$ cat src/rtl/wavhp_pkg.sv
// Shared types and default sizes for the WAV header parser.
// No dependencies; every other file of the block imports this package.
package wavhp_pkg;

	// Default window and search limit, in bytes
	localparam int WINDOW_BYTES_DEF  = 2048;
	localparam int SEARCH_MARGIN_DEF = 256;

	// Width of the data_begin result field
	localparam int BEGIN_W = 12;

	// One file byte with its framing marks
	typedef struct packed {
		logic [7:0] file_byte;
		logic       first_byte;
		logic       stream_end;
	} item_t;

	// One parse result
	typedef struct packed {
		logic               status;
		logic [1:0]         format_code;
		logic [31:0]        pcm_rate;
		logic [BEGIN_W-1:0] data_begin;
		logic [31:0]        data_end;
	} res_t;

endpackage

$ cat src/rtl/wavhp_in_stage.sv
// Input register of the WAV header parser: holds one file byte item.
// Depends on wavhp_pkg for the item type.
module wavhp_in_stage import wavhp_pkg::*; (
	input  logic  clk,
	input  logic  arst_n,
	input  logic  in_valid,
	output logic  in_ready,
	input  item_t in_item,
	input  logic  advance,
	output logic  valid_s1,
	output item_t item_s1
);

	logic load;

	// Take a new item when empty or when the held one moves on this cycle
	assign in_ready = !valid_s1 || advance;
	assign load     = in_valid && in_ready;

	// Hold the item valid flag
	always_ff @(posedge clk or negedge arst_n) begin
		if (!arst_n) begin
			valid_s1 <= 1'b0;
		end else if (load) begin
			valid_s1 <= 1'b1;
		end else if (advance) begin
			valid_s1 <= 1'b0;
		end
	end

	// Capture the payload
	always_ff @(posedge clk) begin
		if (load) begin
			item_s1 <= in_item;
		end
	end

endmodule

$ cat src/rtl/wavhp_parse.sv
// Parse state and per-byte decision logic of the WAV header parser.
// Depends on wavhp_pkg for the item and result types.
module wavhp_parse import wavhp_pkg::*; #(
	parameter int WINDOW_BYTES  = WINDOW_BYTES_DEF,
	parameter int SEARCH_MARGIN = SEARCH_MARGIN_DEF
) (
	input  logic  clk,
	input  logic  arst_n,
	input  logic  step,
	input  item_t item,
	output logic  has_result,
	output res_t  res
);

	localparam int          POS_W   = $clog2(WINDOW_BYTES + 4);
	localparam logic [33:0] WIN_L   = 34'(WINDOW_BYTES);
	localparam logic [33:0] LIMIT_L = 34'(WINDOW_BYTES - SEARCH_MARGIN);

	// Chunk and file signatures, first byte in the low bits
	localparam logic [31:0] TAG_RIFF = 32'h4646_4952;
	localparam logic [31:0] TAG_WAVE = 32'h4556_4157;
	localparam logic [31:0] TAG_FMT  = 32'h2074_6d66;
	localparam logic [31:0] TAG_DATA = 32'h6174_6164;

	typedef enum logic [3:0] {
		PH_IDLE,
		PH_HEAD,
		PH_FMT_HDR,
		PH_FMT_SKIP,
		PH_FMT_BODY,
		PH_DATA_HDR,
		PH_DATA_SKIP,
		PH_DATA_SIZE,
		PH_DONE
	} phase_t;

	phase_t           phase_q, base_phase, nx_phase;
	logic [POS_W-1:0] pos_q, p;
	logic [POS_W-1:0] ncs_q, base_ncs, nx_ncs;
	logic [31:0]      shift_q, base_shift, sh;
	logic [15:0]      chan_q, base_chan, nx_chan;
	logic [15:0]      bits_q, base_bits, nx_bits;
	logic [31:0]      rate_q, base_rate, nx_rate;
	logic [31:0]      fsize_q, base_fsize, nx_fsize;
	logic [POS_W-1:0] off;
	logic             ge;
	logic [33:0]      ncs_ext, jump;
	logic             jump_fits;
	logic             active, err, acc;
	logic [31:0]      begin32;
	logic [7:0]       riff_b, wave_b;

	always_comb begin
		// Start from reset values on a new file
		base_phase = item.first_byte ? PH_HEAD : phase_q;
		base_ncs   = item.first_byte ? '0 : ncs_q;
		base_shift = item.first_byte ? '0 : shift_q;
		base_chan  = item.first_byte ? '0 : chan_q;
		base_bits  = item.first_byte ? '0 : bits_q;
		base_rate  = item.first_byte ? '0 : rate_q;
		base_fsize = item.first_byte ? '0 : fsize_q;
		active     = item.first_byte || (phase_q != PH_IDLE && phase_q != PH_DONE);
		p          = item.first_byte ? '0 : pos_q + 1'b1;
		sh         = {item.file_byte, base_shift[31:8]};
		off        = p - base_ncs;
		ge         = p >= base_ncs;
		ncs_ext    = 34'(base_ncs);
		riff_b     = TAG_RIFF[8*p[1:0] +: 8];
		wave_b     = TAG_WAVE[8*p[1:0] +: 8];

		// Start of the following chunk: after the fmt body or after a skipped chunk
		jump = ncs_ext + {2'b00, (base_phase == PH_FMT_BODY) ? base_fsize : sh} + 34'd8;
		jump_fits = (jump + 34'd4) <= WIN_L;

		nx_phase = base_phase;
		nx_ncs   = base_ncs;
		nx_chan  = base_chan;
		nx_bits  = base_bits;
		nx_rate  = base_rate;
		nx_fsize = base_fsize;
		err      = 1'b0;
		acc      = 1'b0;

		unique case (base_phase)
			PH_HEAD: begin
				// Check both signatures, then enter the chunk walk
				if (p < POS_W'(4) && item.file_byte != riff_b) begin
					err = 1'b1;
				end
				if (p >= POS_W'(8) && p < POS_W'(12) && item.file_byte != wave_b) begin
					err = 1'b1;
				end
				if (!err && p == POS_W'(11)) begin
					nx_ncs   = POS_W'(12);
					nx_phase = PH_FMT_HDR;
				end
			end
			PH_FMT_HDR, PH_DATA_HDR: begin
				// Decide on the chunk id once its last byte is in
				if (ge && off == POS_W'(3)) begin
					if (base_phase == PH_FMT_HDR && sh == TAG_FMT) begin
						if (ncs_ext + 34'd24 > WIN_L) err = 1'b1;
						else nx_phase = PH_FMT_BODY;
					end else if (base_phase == PH_DATA_HDR && sh == TAG_DATA) begin
						if (ncs_ext + 34'd8 > WIN_L) err = 1'b1;
						else nx_phase = PH_DATA_SIZE;
					end else if (ncs_ext > LIMIT_L) begin
						err = 1'b1;
					end else begin
						nx_phase = (base_phase == PH_FMT_HDR) ? PH_FMT_SKIP : PH_DATA_SKIP;
					end
				end
			end
			PH_FMT_SKIP, PH_DATA_SKIP: begin
				// Jump over the chunk body once its size is in
				if (off == POS_W'(7)) begin
					if (!jump_fits) begin
						err = 1'b1;
					end else begin
						nx_ncs   = jump[POS_W-1:0];
						nx_phase = (base_phase == PH_FMT_SKIP) ? PH_FMT_HDR : PH_DATA_HDR;
					end
				end
			end
			PH_FMT_BODY: begin
				// Check and keep the format fields
				if (off == POS_W'(7)) begin
					nx_fsize = sh;
					if (sh < 32'd16) err = 1'b1;
				end else if (off == POS_W'(9)) begin
					if (sh[31:16] != 16'd1) err = 1'b1;
				end else if (off == POS_W'(11)) begin
					nx_chan = sh[31:16];
					if (sh[31:16] > 16'd2) err = 1'b1;
				end else if (off == POS_W'(15)) begin
					nx_rate = sh;
				end else if (off == POS_W'(23)) begin
					nx_bits = sh[31:16];
					if (sh[31:16] != 16'd16 && sh[31:16] != 16'd24) begin
						err = 1'b1;
					end else if (!jump_fits) begin
						err = 1'b1;
					end else begin
						nx_ncs   = jump[POS_W-1:0];
						nx_phase = PH_DATA_HDR;
					end
				end
			end
			PH_DATA_SIZE: begin
				if (off == POS_W'(7)) acc = 1'b1;
			end
			default: begin
			end
		endcase

		// Early end of the stream
		if (!err && !acc && item.stream_end) err = 1'b1;
		if (err || acc) nx_phase = PH_DONE;

		has_result = active && (err || acc);

		// Build the result item
		begin32 = 32'(base_ncs) + 32'd8;
		if (acc) begin
			res.status      = 1'b0;
			res.format_code = {base_chan != 16'd2, base_bits == 16'd24};
			res.pcm_rate    = base_rate;
			res.data_begin  = begin32[BEGIN_W-1:0];
			res.data_end    = begin32 + sh;
		end else begin
			res.status      = 1'b1;
			res.format_code = '0;
			res.pcm_rate    = '0;
			res.data_begin  = '0;
			res.data_end    = '0;
		end
	end

	// Hold the parse state; advance it on each accepted byte
	always_ff @(posedge clk or negedge arst_n) begin
		if (!arst_n) begin
			phase_q <= PH_IDLE;
			pos_q   <= '0;
			ncs_q   <= '0;
			shift_q <= '0;
			chan_q  <= '0;
			bits_q  <= '0;
			rate_q  <= '0;
			fsize_q <= '0;
		end else if (step && active) begin
			phase_q <= nx_phase;
			pos_q   <= p;
			ncs_q   <= nx_ncs;
			shift_q <= sh;
			chan_q  <= nx_chan;
			bits_q  <= nx_bits;
			rate_q  <= nx_rate;
			fsize_q <= nx_fsize;
		end
	end

endmodule

$ cat src/rtl/wavhp_out_reg.sv
// Result register of the WAV header parser: holds one result item.
// Depends on wavhp_pkg for the result type.
module wavhp_out_reg import wavhp_pkg::*; (
	input  logic clk,
	input  logic arst_n,
	input  logic load,
	input  res_t res_in,
	output logic out_valid,
	input  logic out_ready,
	output res_t res_q
);

	// Hold the result until it is taken
	always_ff @(posedge clk or negedge arst_n) begin
		if (!arst_n) begin
			out_valid <= 1'b0;
		end else if (load) begin
			out_valid <= 1'b1;
		end else if (out_ready) begin
			out_valid <= 1'b0;
		end
	end

	always_ff @(posedge clk) begin
		if (load) begin
			res_q <= res_in;
		end
	end

endmodule

$ cat src/rtl/wav_header_parser_unit.sv
// WAV header parser: takes a file one byte per item and gives at most one result
// per file (header accepted with format, rate and data span, or an error). It
// accepts one byte every cycle while not stalled; each result passes through the input
// register, then the result register. It stalls only while the result register holds
// an item not yet taken. Depends on wavhp_pkg.
module wav_header_parser_unit import wavhp_pkg::*; #(
	parameter int WINDOW_BYTES  = WINDOW_BYTES_DEF,
	parameter int SEARCH_MARGIN = SEARCH_MARGIN_DEF
) (
	input  logic               clk,
	input  logic               arst_n,
	input  logic               in_valid,
	output logic               in_ready,
	input  logic [7:0]         file_byte,
	input  logic               first_byte,
	input  logic               stream_end,
	output logic               out_valid,
	input  logic               out_ready,
	output logic               status,
	output logic [1:0]         format_code,
	output logic [31:0]        pcm_rate,
	output logic [BEGIN_W-1:0] data_begin,
	output logic [31:0]        data_end
);

	item_t in_item, item_s1;
	logic  valid_s1, advance, has_result;
	res_t  res_c, res_q;

	assign in_item = '{file_byte: file_byte, first_byte: first_byte, stream_end: stream_end};

	// Move the held item through when the result slot is free or being emptied
	assign advance = valid_s1 && (!out_valid || out_ready);

	wavhp_in_stage u_in (
		.clk      (clk),
		.arst_n   (arst_n),
		.in_valid (in_valid),
		.in_ready (in_ready),
		.in_item  (in_item),
		.advance  (advance),
		.valid_s1 (valid_s1),
		.item_s1  (item_s1)
	);

	wavhp_parse #(
		.WINDOW_BYTES  (WINDOW_BYTES),
		.SEARCH_MARGIN (SEARCH_MARGIN)
	) u_parse (
		.clk        (clk),
		.arst_n     (arst_n),
		.step       (advance),
		.item       (item_s1),
		.has_result (has_result),
		.res        (res_c)
	);

	wavhp_out_reg u_out (
		.clk       (clk),
		.arst_n    (arst_n),
		.load      (advance && has_result),
		.res_in    (res_c),
		.out_valid (out_valid),
		.out_ready (out_ready),
		.res_q     (res_q)
	);

	assign status      = res_q.status;
	assign format_code = res_q.format_code;
	assign pcm_rate    = res_q.pcm_rate;
	assign data_begin  = res_q.data_begin;
	assign data_end    = res_q.data_end;

endmodule

$ cat config.mk
export PLATFORM = sky130hd
export DESIGN_NAME = wav_header_parser_unit
export DESIGN_NICKNAME = d
export VERILOG_FILES = /design/src/rtl/wavhp_pkg.sv /design/src/rtl/wavhp_in_stage.sv /design/src/rtl/wavhp_parse.sv /design/src/rtl/wavhp_out_reg.sv /design/src/rtl/wav_header_parser_unit.sv
export SDC_FILE = /design/constraint.sdc
export NUM_CORES = 1
export LEC_CHECK = 0
export CAP_MARGIN = 10
export CORE_MARGIN = 2
export CORE_UTILIZATION = 50
export CTS_BUF_LIST = sky130_fd_sc_hd__clkbuf_4
export DETAILED_ROUTE_END_ITERATION = 10
export DONT_BUFFER_PORTS = 1
export HOLD_SLACK_MARGIN = 0.02
export PLACE_DENSITY = 0.69
export SKIP_CTS_REPAIR_TIMING = 1
export SLEW_MARGIN = 20
export SYNTH_ARGS = -nofsm -noshare
export SYNTH_HDL_FRONTEND = slang
export SYNTH_HIERARCHICAL = 1
export SYNTH_SLANG_ARGS = --single-unit
$ cat constraint.sdc
create_clock -name clk -period 9.83 [get_ports clk]
set_input_delay 1.966 -clock clk [delete_from_list [all_inputs] [get_ports clk]]
set_output_delay 1.966 -clock clk [all_outputs]
set_load 0.02 [all_outputs]
==> impl_metrics.toml <==
[setup_path]
timing.critical_path.cells = "or4b_4, nor2_2, buf_4, nand2_1, a21oi_1, ha_1, ha_1, a21o_1, a31oi_1, o21ai_0, o211ai_1, xnor2_1, nor4_4, nand3_2, nor4_1, nor4b_2, o211ai_1, buf_4, a21oi_1, o21ba_2, nor2_1, and3_4, buf_4"
cpMostUsedCell = "buf_4"
crit_path_max_cell_delay_ns = 0.76
critPathLaunchType = "flip-flop"
cp.required_ns = 10.24
timing.critical_path.buf_inv = 3
cp.arrival_ns = 7.90
critical_path.endpoint_type = "flip-flop"
path_delay_family = "simple AND/OR/NAND/NOR gates"
critPathKind = "reg2reg"
critPathSlowestCell = "and3_4"
timing.critical_path.fanout_max = 70

[global_route]
antenna_found_initial = 2
grt-ovfl-total = 0
grt_pass1_vias = 12300
grt_start_max_net_pins = 151
overall_global_routing_resource_usage_pct = 29.1
first_pass_grt_wire_length_um = 70100

[synthesis]
synth_most_common_cell = "nand2_1"
count_of_unique_library_cells_instantiated_by_yosys = 86
yosysSeqAreaShare_pct = 43.4
netlist_top_cells_area = "dfrtp_1 (25%), edfxtp_1 (18%), nand2_1 (6.0%)"
dominantRegCellSynth = "dfrtp_1"
syn_avg_cell_area_um2 = 9.04
ys_seq_elements = 239
post_synth_inst_count = 1637
synth.top_cells.by_count = "nand2_1 (236), dfrtp_1 (150), nor2_1 (122), o21ai_0 (100), clkbuf_1 (93)"
netlist.area_leader.share_pct = 25.4
synth-edff-count = 89
count_of_warnings_emitted_by_yosys = 6
synth_nets = 1706
post-synth-top-area-cell = "dfrtp_1"
post_synth_instance_area_um2 = 14800
async_reset_ff_share_pct = 62.8

[layout]
drive_above_1_share_pct = 9.74
utilization_pct = 55.1
postLayoutCellArea_um2 = 16000
finish.net_count = 1689
syn_to_final_growth_pct = 7.88
fin_cells = 2058

[place]
numPlacedInstances = 1935
port_buffers = 0
dpl-instance-area_um2 = 15000
gp_congestion = 0.933
estimated_wirelength_of_the_detail_placed_design_um = 31200

[timing]
rsz0062_at_grt = "no"
slew_headroom_pct = 25.2
hold_violations = 0
timing.setup.tns_ns = 0
fin_crit_sh_pct = 76.2
worstMarginPinSlew_ns = 1.12
clock_skew_ns = 0.0635
period_needed_ns = 7.49
clock.fmax_mhz = 133
setup_viol_count_final = 0
finalMaxSlewViolations = 0

[pwr]
power_per_cell_area_nw_per_um2 = 194
cellLeakagePower_nw = 6.48
ir_worst_vdd_mv = 0.0779

[clocking]
clk_pin_slew_ns = 0.06
clock_latency_ns = 0.72
h-tree-depth = 3
clk_root_buffer_cell = "clkbuf_4"
clkSinkCount = 239
cts_buffers = 67
clk_path_buf_depth = 3
tritoncts = "yes"

[worst_hold_path]
hold_path.class = "reg2reg"

[detailed_routing]
route.detailed.wl_per_inst_um = 21.8
ant_nets = 0
route.vias.total = 12900
drtPass1Iterations = 5
final_routed_wirelength_um = 44900
via_density_per_instance = 6.26
detailedRoute.firstIterationViolations = 1091
route.detailed.drc = 0

[die]
floorplan.rows = 62
fp.dieH_um = 176
fp.coreArea_um2 = 28900
start_util_pct = 51.1
pin_count = 95
chipWidth_um = 176
fp.dieArea_um2 = 31000

[run_status]
result_of_the_run = "finished clean"

[run]
maxCapViolations = 0
## flip-flops by register name, summed over array words and instances, names as in the netlist, 4 cells and up
name	cells
u_parse/shift_q	24
u_parse/rate_q	32
u_parse/chan_q	16
u_out/res_q	79
u_parse/bits_q	16
u_parse/pos_q	12
u_parse/ncs_q	12
u_parse/fsize_q	32
u_in/item_s1	10
u_parse/phase_q	4
## cell usage in the layout, fill, tap and decap left out, types with 7 or more instances in the layout
cell type / count
nor2b_1: 32
nor4_1: 27
a21oi_1: 68
dfrtp_1: 150
o211ai_1: 14
clkinv_1: 12
o22ai_1: 9
a21o_1: 13
o21a_1: 8
inv_1: 50
clkbuf_4: 102
and2_1: 50
and3_1: 19
nand2b_1: 19
a22o_1: 50
nor2_1: 119
buf_4: 19
ha_1: 52
or4_1: 7
edfxtp_1: 89
xor2_1: 28
nand4_1: 28
nand2_1: 236
o21bai_1: 12
xnor2_1: 58
nand3_1: 48
nor4b_1: 10
a22oi_1: 49
nor3_1: 40
o31ai_1: 11
a31oi_1: 16
o21ai_0: 100
## per-stage QoR
stage	total power, mW	setup WS [ns]	hold WS, ns
after floorplan	1.87	1.37	0.454
after global placement	2.11	2.59	0.481
after detailed placement	2.13	2.44	0.482
after CTS	3.11	2.45	0.497
after global routing	3.27	1.92	0.510
final	3.10	2.34	0.498
## routing by layer
metal / vias to the layer above / routed length [µm] / GRT usage [%]
met5: - / 0 / 0
met4: 0 / 1380 / 10.8
met3: 102 / 3860 / 5.71
met2: 638 / 20400 / 46.4
met1: 6180 / 19200 / 39.5
li1: 5959 / - / -
## cells by family after synthesis
| kind of cell | synth area share [%] |
|---|---|
| mux | 0.558 |
| simple gates | 23.4 |
| compound gates | 18.6 |
| xor+xnor | 5.09 |
| flops | 43.4 |
| buf+inv | 4.14 |
| fa+ha+maj | 4.80 |
## area by class of cell
| class | count | area (µm²) |
|---|---|---|
| Fill cell | 2601 | 13000 |
| Multi-Input combinational cell | 1242 | 7780 |
| Sequential cell | 239 | 6430 |
| Clock buffer | 102 | 766 |
| Tap cell | 384 | 480 |
| Inverter | 50 | 188 |
| Timing Repair Buffer | 20 | 163 |
| Clock inverter | 20 | 149 |
| Antenna cell | 1 | 2.50 |
## tightest hold or removal path, delay by kind of cell (launching register included)
family,cells,cell delay (ns)
DFF,1,0.36
and+or+nand+nor,2,0.10
## power breakdown
group	total (mW)	internal, mW	switching, mW	leakage, nW
clock	0.972	0.530	0.442	0.541
combinational	0.751	0.260	0.491	3.03
sequential	1.38	1.15	0.229	2.90
total	3.10	1.94	1.16	6.48
## path summary, 6_finish.rpt
path / from / to / slack [ns] / depth (start not counted)
max: u_parse/phase_q[3]$_DFFE_PN0P_ / u_out/res_q[30]$_DFFE_PP_ / 2.34 / 23
min: u_parse/pos_q[11]$_DFFE_PN0P_ / u_parse/pos_q[11]$_DFFE_PN0P_ / 0.50 / 2
max reg2reg: u_parse/phase_q[3]$_DFFE_PN0P_ / u_out/res_q[30]$_DFFE_PP_ / 2.34 / 23
min reg2reg: u_parse/pos_q[11]$_DFFE_PN0P_ / u_parse/pos_q[11]$_DFFE_PN0P_ / 0.50 / 2
max in group asynchronous: arst_n / u_parse/ncs_q[4]$_DFFE_PN0P_ / 8.36 / 0
min in group asynchronous: arst_n / u_parse/pos_q[11]$_DFFE_PN0P_ / 0.98 / 0
Note: power is estimated with default switching activity, not from simulation.
